## config.mk

```make
export PLATFORM = sky130hd
export DESIGN_NAME = m4vt_regs
export DESIGN_NICKNAME = d
export VERILOG_FILES = /design/src/sv/m4vt_pkg.sv /design/src/sv/m4vt_regs.sv
export SDC_FILE = /design/constraint.sdc
export NUM_CORES = 1
export LEC_CHECK = 0
export ABC_AREA = 1
export BUFFER_PORTS_ARGS = -buffer_cell sky130_fd_sc_hd__buf_2
export CORE_MARGIN = 2
export CORE_UTILIZATION = 45
export DETAILED_ROUTE_END_ITERATION = 7
export PLACE_DENSITY = 0.78
export SLEW_MARGIN = 0
export SYNTH_ARGS = -nofsm -noshare
export SYNTH_HDL_FRONTEND = slang
export SYNTH_SLANG_ARGS = --single-unit
```

## constraint.sdc

```tcl
create_clock -name clk -period 3.3 [get_ports clk]
set_input_delay 0.825 -clock clk [delete_from_list [all_inputs] [get_ports clk]]
set_output_delay 0.825 -clock clk [all_outputs]
set_load 0.005 [all_outputs]
```

## src/sv/m4vt_pkg.sv

```systemverilog
// Shared types and constants for the 4x4 matrix-vector transform.
// Used by the register file, the dot-product pipeline and the top level.
`timescale 1ns / 1ps
`default_nettype none

package m4vt_pkg;

  localparam int NUM_ROWS = 4;
  localparam int NUM_COLS = 4;
  localparam int VEC_W    = 16;
  localparam int LANE_W   = 16;
  localparam int ROW_W    = NUM_COLS * LANE_W;
  localparam int DATA_W   = NUM_COLS * VEC_W;
  localparam int ADDR_W   = 5;

  typedef logic [ROW_W-1:0]         row_t;
  typedef row_t [NUM_ROWS-1:0]      matrix_t;
  typedef logic [DATA_W-1:0]        vec_t;
  typedef logic [$clog2(NUM_ROWS)-1:0] reg_idx_t;

  // Register indexes; each 64-bit register sits at byte address 8 * index.
  localparam reg_idx_t REG_ROW0 = 2'd0;
  localparam reg_idx_t REG_ROW1 = 2'd1;
  localparam reg_idx_t REG_ROW2 = 2'd2;
  localparam reg_idx_t REG_ROW3 = 2'd3;

  // Reset matrix is the identity with 1.0 in Q8.8.
  localparam row_t ROW0_RESET = 64'h0000_0000_0000_0100;
  localparam row_t ROW1_RESET = 64'h0000_0000_0100_0000;
  localparam row_t ROW2_RESET = 64'h0000_0100_0000_0000;
  localparam row_t ROW3_RESET = 64'h0100_0000_0000_0000;
  localparam matrix_t MATRIX_RESET = {ROW3_RESET, ROW2_RESET, ROW1_RESET, ROW0_RESET};

endpackage

`default_nettype wire

```

## src/sv/m4vt_regs.sv

```systemverilog
// APB-style register file holding the four 64-bit matrix rows.
// Depends on m4vt_pkg for the row types, register indexes and reset values.
`timescale 1ns / 1ps
`default_nettype none

module m4vt_regs (
  input  logic                   clk,
  input  logic                   rst,
  input  logic                   psel,
  input  logic                   penable,
  input  logic                   pwrite,
  input  logic [m4vt_pkg::ADDR_W-1:0] paddr,
  input  m4vt_pkg::row_t         pwdata,
  output m4vt_pkg::row_t         prdata,
  output logic                   pready,
  output m4vt_pkg::matrix_t      rows
);
  import m4vt_pkg::*;

  reg_idx_t idx;
  logic     wr_en;

  assign idx    = paddr[ADDR_W-1:3];
  assign wr_en  = psel && penable && pwrite;
  assign pready = 1'b1;

  always_ff @(posedge clk) begin
    if (rst) begin
      rows <= MATRIX_RESET;
    end else if (wr_en) begin
      unique case (idx)
        REG_ROW0: rows[0] <= pwdata;
        REG_ROW1: rows[1] <= pwdata;
        REG_ROW2: rows[2] <= pwdata;
        REG_ROW3: rows[3] <= pwdata;
        default:  rows <= rows;
      endcase
    end
  end

  always_comb begin
    unique case (idx)
      REG_ROW0: prdata = rows[0];
      REG_ROW1: prdata = rows[1];
      REG_ROW2: prdata = rows[2];
      REG_ROW3: prdata = rows[3];
      default:  prdata = '0;
    endcase
  end

endmodule

`default_nettype wire

```

==> results.tsv, run 1 <==
stage	metric	value	unit
outcome	status	finished, final reports clean	
clocking	cts hold-fix bufs	0	
critical_path	crit path capture type	primary output	
synthesis	cell taking the most area after synthesis	dfxtp_1	
clocking	worst skew pair latency	0.52	ns
floorplanning	die span in y	167	um
finish	biggest regs	rows x256	
pwr	pwr/cell area	469	nW/um^2
critical_path	R2R cell count	2	
critical_path	WP buf/inv	4	
synthesis	Post-synth top cells	516 x nand2_1, 504 x nor2_1, 256 x dfxtp_1, 256 x nand3_1, 65 x inv_1	
floorplanning	die area	27800	um^2
timing	final hold violations	0	
pwr	leakage dissipation	7.31	nW
clocking	CTS Buffer Depth	3	
critical_path	critical path peak fanout	21	
grt	largest net degree at the start of global routing	122	
finish	largest reg by FF count	rows	
timing	measured slew at the worst slew-check pin	0.542	ns
critical_path	CP cell instances	buf_2 > nand2_4 > inv_4 > buf_4 > nand2_1 > nand4_1 > buf_2	
floorplanning	Initial Utilization	45.8	%
pwr	Design Power	6.92	mW
placed_design	placer's final routability congestion estimate	0.852	
clocking	Reg clk slew, reported paths	0.06	ns
routing	DR pass1 iterations	5	
synthesis	Post-Syn Nets	1888	
critical_path	crit path DAT	2.04	ns
timing	Slew HR	63.9	%
floorplanning	I/O Pins	395	
synthesis	sequential fraction of the synthesis area	43.0	%
placed_design	placement-stage cell area	13900	um^2
grt	initial antenna violation count	3	
synthesis	Syn Std Cell Area	11900	um^2
routing	Starting DRT DRC Count	1015	
placed_design	pre-CTS setup slack	0.442	ns
synthesis	Cell variety after synth	18	
synthesis	#FFs+latches synth	256	
timing	FMAX	0.349	GHz
synthesis	Post-synth ARST share	0	%
routing	vias post-DR	12801	
clocking	H-tree Lvls	1	
clocking	root buffer cell	clkbuf_16	
routing	wire per inst	15.2	um
timing	Final Cycle Share	86.9	%
timing	final setup violating endpoints	0	
critical_path	family with the most delay on the worst path	buffers and inverters	
critical_path	Startpoint Class	primary input	
critical_path	worst reg2reg startpoint	rows[8]$_SDFFE_PP1P_	
critical_path	Critical Path RT	2.47	ns
grt	GRT Residual Overflow	0	
timing	Min Clock Period, post-route	2.87	ns
min_path	WHS Endpoint	rows[57]$_SDFFE_PP0P_	
clocking	post-CTS sizing	0	
min_path	min-delay worst type	reg2reg	
floorplanning	Core ar.	26000	um^2
timing	final setup margin	0.432	ns
finish	final instance area	14800	um^2
min_path	Hold Path Origin	rows[57]$_SDFFE_PP0P_	
finish	share of cells above drive strength 1	22.1	%
routing	drt via density	5.16	
min_path	number of stages on the worst hold path	2	
critical_path	most used cell, CP	buf_2	
timing	Post-Route Setup TNS	0	ns
clocking	CTS sink cnt	256	
finish	Area Overhead vs Synth	24.0	%
critical_path	CP max-delay cell	buf_4	
grt	number of global-route vias before repair	11674	
pwr	Max VDD drop	0.261	mV
synthesis	post-synth top area share	43.0	%
synthesis	most frequent cell after synthesis	nand2_1	
grt	first-pass GRT wire length	60700	um
critical_path	r2r endpoint	rows[8]$_SDFFE_PP1P_	
synthesis	Primary FF master, synth	dfxtp_1	
timing	max-slew violations	0	
placed_design	post-DP HPWL	24300	um
clocking	total CTS buffers	27	
clocking	post-CTS setup buffer count	0	
finish	number of flip-flops in the largest register	256	
floorplanning	Cell Rows	59	
routing	final WL	37700	um
routing	# DRC	0	
synthesis	Avg Synthesized Cell Area	6.56	um^2
critical_path	Crit Path Category	in2out	
synthesis	synth top area cells	dfxtp_1 43%, nand2_1 16%, nor2_1 16%, nand3_1 11%, nand4_1 3.4%	
flow_run	maxcap violations	0	
critical_path	largest stage delay on the critical path	0.33	ns
timing	RSZ-0062 raised after global routing	false	
synthesis	EDFF count, synth	0	
timing	clk_skew	0	ns
synthesis	synthesized netlist cell count	1814	
critical_path	R2R Setup Slk	2.63	ns
synthesis	Yosys warnings	0	
placed_design	Port Buf Inserts	390	
critical_path	Crit. path cell count	7	
floorplanning	Die W	167	um
clocking	CTS tree	yes	
routing	Detail Route Antenna Nets	0	
finish	Final #Nets	2199	
grt	Global Route Usage Sum	26.0	%
routing by layer:
metal | GRT usage [%] | wire length (um) | vias up
li1 | - | - | 6298
met1 | 33.1 | 15600 | 5868
met2 | 44.6 | 18200 | 557
met3 | 4.44 | 2850 | 78
met4 | 8.55 | 1050 | 0
met5 | 0 | 0 | -
through the flow:
stage	hold WS (ns)	utilization, %	cells
2_1_floorplan	0.483	-	1814
3_3_place_gp	0.483	53.3	2431
3_5_place_dp	0.488	53.3	2431
4_1_cts	0.499	56.8	2478
5_1_grt	0.518	56.8	2480
6_report	0.495	56.8	2482
final cells by class:
type	count	area, um^2
inverters	69	267
well taps	335	419
flip-flops and latches	256	5120
clock buffers	40	815
fillers	2456	11200
multi-input cells	1355	5690
repair buffers	416	2360
clock inverters	7	76.3
diodes	4	10.0
worst register-to-register path, cell delays in order, from the launching register on:
cell	delay (ns)
dfxtp_1	0.42
o21ai_0	0.12
nand3_1	0.07
power by group:
group	total, mW	leakage [nW]	switching, mW	internal (mW)
clock	3.02	0.435	1.24	1.78
combinational	0.682	4.81	0.442	0.240
sequential	3.22	2.07	0.0587	3.16
layout by cell type (no fill, tap or decap), types with 9 or more instances in the layout:
cell / count
nand2_1: 516
nor2_1: 504
buf_2: 390
nand3_1: 256
dfxtp_1: 256
nand4_1: 64
inv_1: 64
clkbuf_16: 27
buf_12: 17
clkbuf_8: 9
buf_4: 9
worst max-delay path by stage:
stage / startpoint / end
finish: paddr[3] / prdata[5]
global route: paddr[3] / prdata[60]
CTS: paddr[3] / prdata[60]
detailed placement: paddr[3] / prdata[3]
global placement: paddr[3] / prdata[1]
floorplan: paddr[3] / prdata[49]
kinds of logic (layout without fill, tap and decap cells):
family	after synthesis	after routing	share of synthesized area [%]
AOI/OAI and AO/OA	4	4	0.168
and+or+nand+nor	1350	1350	47.6
buffers and inverters	203	532	9.17
other	1	5	0.0315
DFF	256	256	43.0
Power figures use the tool's default switching activity.
==> inputs of run 2 (changes only) <==
--- a/config.mk
+++ b/config.mk
@@ -11,6 +11,8 @@
 export CORE_UTILIZATION = 45
 export DETAILED_ROUTE_END_ITERATION = 7
 export PLACE_DENSITY = 0.78
+export RECOVER_POWER = 50
+export REMOVE_ABC_BUFFERS = 1
 export SLEW_MARGIN = 0
 export SYNTH_ARGS = -nofsm -noshare
 export SYNTH_HDL_FRONTEND = slang
==> constraint.sdc (replaced) <==
create_clock -name clk -period 2.96 [get_ports clk]
set_input_delay 0.74 -clock clk [delete_from_list [all_inputs] [get_ports clk]]
set_output_delay 0.74 -clock clk [all_outputs]
set_load 0.005 [all_outputs]
==> results.tsv, run 2 (same netlist as run 1, synthesis figures left out) <==
stage	metric	value	unit	change
floorplanning	I/O Pins	395		unchanged
finish	biggest regs	rows x256		unchanged
timing	FMAX	0.377	GHz	
clocking	post-CTS setup buffer count	0		unchanged
clocking	H-tree Lvls	1		unchanged
finish	most frequent cells in the layout	516 x nand2_1, 504 x nor2_1, 379 x buf_2, 256 x nand3_1, 256 x dfxtp_1		was 516 x nand2_1, 504 x nor2_1, 390 x buf_2, 256 x nand3_1, 256 x dfxtp_1
timing	Final Cycle Share	89.7	%	
timing	clk_skew	0	ns	unchanged
min_path	Hold Path Origin	pwdata[24]		was rows[57]$_SDFFE_PP0P_
finish	Final #Nets	2217		was 2199
placed_design	placement-stage cell area	14000	um^2	was 13900 um^2
finish	largest reg by FF count	rows		unchanged
critical_path	r2r endpoint	rows[49]$_SDFFE_PP0P_		was rows[8]$_SDFFE_PP1P_
timing	Min Clock Period, post-route	2.65	ns	
timing	final setup margin	0.305	ns	was 0.432 ns
clocking	post-CTS sizing	0		unchanged
timing	RSZ-0062 raised after global routing	false		unchanged
floorplanning	Cell Rows	59		unchanged
pwr	Max VDD drop	0.452	mV	was 0.261 mV
grt	number of global-route vias before repair	11827		was 11674
routing	vias post-DR	12971		was 12801
min_path	WHS Endpoint	rows[88]$_SDFFE_PP1P_		was rows[57]$_SDFFE_PP0P_
routing	final WL	38700	um	was 37700 um
routing	drt via density	5.19		was 5.16
clocking	root buffer cell	clkbuf_16		unchanged
timing	Fin Hold WS	0.435	ns	was 0.495 ns
timing	final hold violations	0		unchanged
critical_path	worst reg2reg startpoint	rows[49]$_SDFFE_PP0P_		was rows[8]$_SDFFE_PP1P_
finish	final instance area	14900	um^2	was 14800 um^2
placed_design	pre-CTS setup slack	0.290	ns	was 0.442 ns
critical_path	Critical Path RT	2.22	ns	was 2.47 ns
finish	final core occ	57.4	%	was 56.8%
pwr	leakage dissipation	7.39	nW	was 7.31 nW
grt	largest net degree at the start of global routing	110		was 122
placed_design	placer's final routability congestion estimate	0.852		about the same
clocking	CTS Buffer Depth	3		unchanged
floorplanning	die area	27800	um^2	unchanged
floorplanning	die span in y	167	um	unchanged
finish	final std cells w/o fill	2499		was 2482
clocking	cts hold-fix bufs	0		unchanged
outcome	status	finished, violations left		was finished, final reports clean
clocking	CTS tree	yes		unchanged
pwr	Design Power	7.88	mW	was 6.92 mW
routing	# DRC	0		unchanged
critical_path	Startpoint Class	primary input		unchanged
critical_path	crit path capture type	primary output		unchanged
timing	max-slew violations	53		was 0
routing	Starting DRT DRC Count	1125		was 1015
critical_path	crit path DAT	1.91	ns	was 2.04 ns
min_path	min-delay worst type	in2reg		was reg2reg
finish	Area Overhead vs Synth	25.3	%	was 24.0%
routing	Detail Route Antenna Nets	0		unchanged
placed_design	post-DP HPWL	25400	um	was 24300 um
grt	Global Route Usage Sum	26.4	%	was 26.0%
critical_path	Crit Path Category	in2out		unchanged
pwr	pwr/cell area	528	nW/um^2	was 469 nW/um^2
placed_design	Port Buf Inserts	390		unchanged
finish	most common cell after layout, fill and taps aside	nand2_1		unchanged
clocking	worst skew pair latency	0.54	ns	was 0.52 ns
floorplanning	Initial Utilization	45.8	%	unchanged
finish	share of cells above drive strength 1	22.3	%	was 22.1%
timing	Post-Route Setup TNS	0	ns	unchanged
grt	GRT Residual Overflow	0		unchanged
critical_path	critical path peak fanout	61		was 21
outcome	failing checks	capacitance limit, slew limit		
timing	final setup violating endpoints	0		unchanged
clocking	CTS sink cnt	256		unchanged
critical_path	R2R cell count	2		unchanged
grt	first-pass GRT wire length	61300	um	was 60700 um
clocking	Reg clk slew, reported paths	0.06	ns	about the same
placed_design	Placed Cells incl. Taps	2449		was 2431
routing	DR pass1 iterations	6		was 5
floorplanning	Core ar.	26000	um^2	unchanged
routing	wire per inst	15.5	um	was 15.2 um
clocking	total CTS buffers	27		unchanged
flow_run	maxcap violations	1		was 0
min_path	number of stages on the worst hold path	3		was 2
timing	measured slew at the worst slew-check pin	1.89	ns	was 0.542 ns
finish	number of flip-flops in the largest register	256		unchanged
timing	Slew HR	-25.9	%	was 63.9%
critical_path	R2R Setup Slk	2.29	ns	was 2.63 ns
grt	initial antenna violation count	1		was 3
floorplanning	Die W	167	um	unchanged
-- run 2: cell type report --
class | instances | area (um^2)
tap | 335 | 419
antenna | 1 | 2.50
clock inverter | 11 | 133
fill | 2475 | 11100
timing repair buffer | 434 | 2500
inverter | 69 | 262
clock buffer | 38 | 787
multi-input combinational | 1355 | 5690
sequential | 256 | 5120
-- run 2: worst max path at each step --
stage	from	end	slack (ns)	cells past startpoint
after floorplan	rst	rows[168]$_SDFFE_PP1P_	-1.77	2
after global placement	paddr[3]	prdata[61]	0.32	7
after detailed placement	paddr[3]	prdata[61]	0.29	7
after CTS	paddr[3]	prdata[61]	0.29	7
after global routing	rst	rows[230]$_SDFFE_PP0P_	0.12	5
final	paddr[3]	prdata[61]	0.31	7
-- run 2: where the power goes --
part           total, mW  leakage [nW]  switching [mW]  internal (mW)
combinational      0.789          4.86           0.504          0.285
sequential          3.58          2.07          0.0624           3.52
clock               3.50         0.458            1.40           2.10
total               7.88          7.39            1.96           5.91
-- run 2: per-layer routing --
metal,global-route usage [%],vias to the layer above,routed length [um]
met5,0,-,0
li1,-,6344,-
met1,32.4,5929,15600
met2,46.2,613,18600
met3,4.94,85,3180
met4,9.45,0,1290
-- run 2: critical path, cell delays in order --
cell	delay, ns
buf_2	0.20
inv_2	0.08
nor2_4	0.17
buf_12	0.30
nand2_1	0.09
nand4_1	0.15
buf_2	0.14
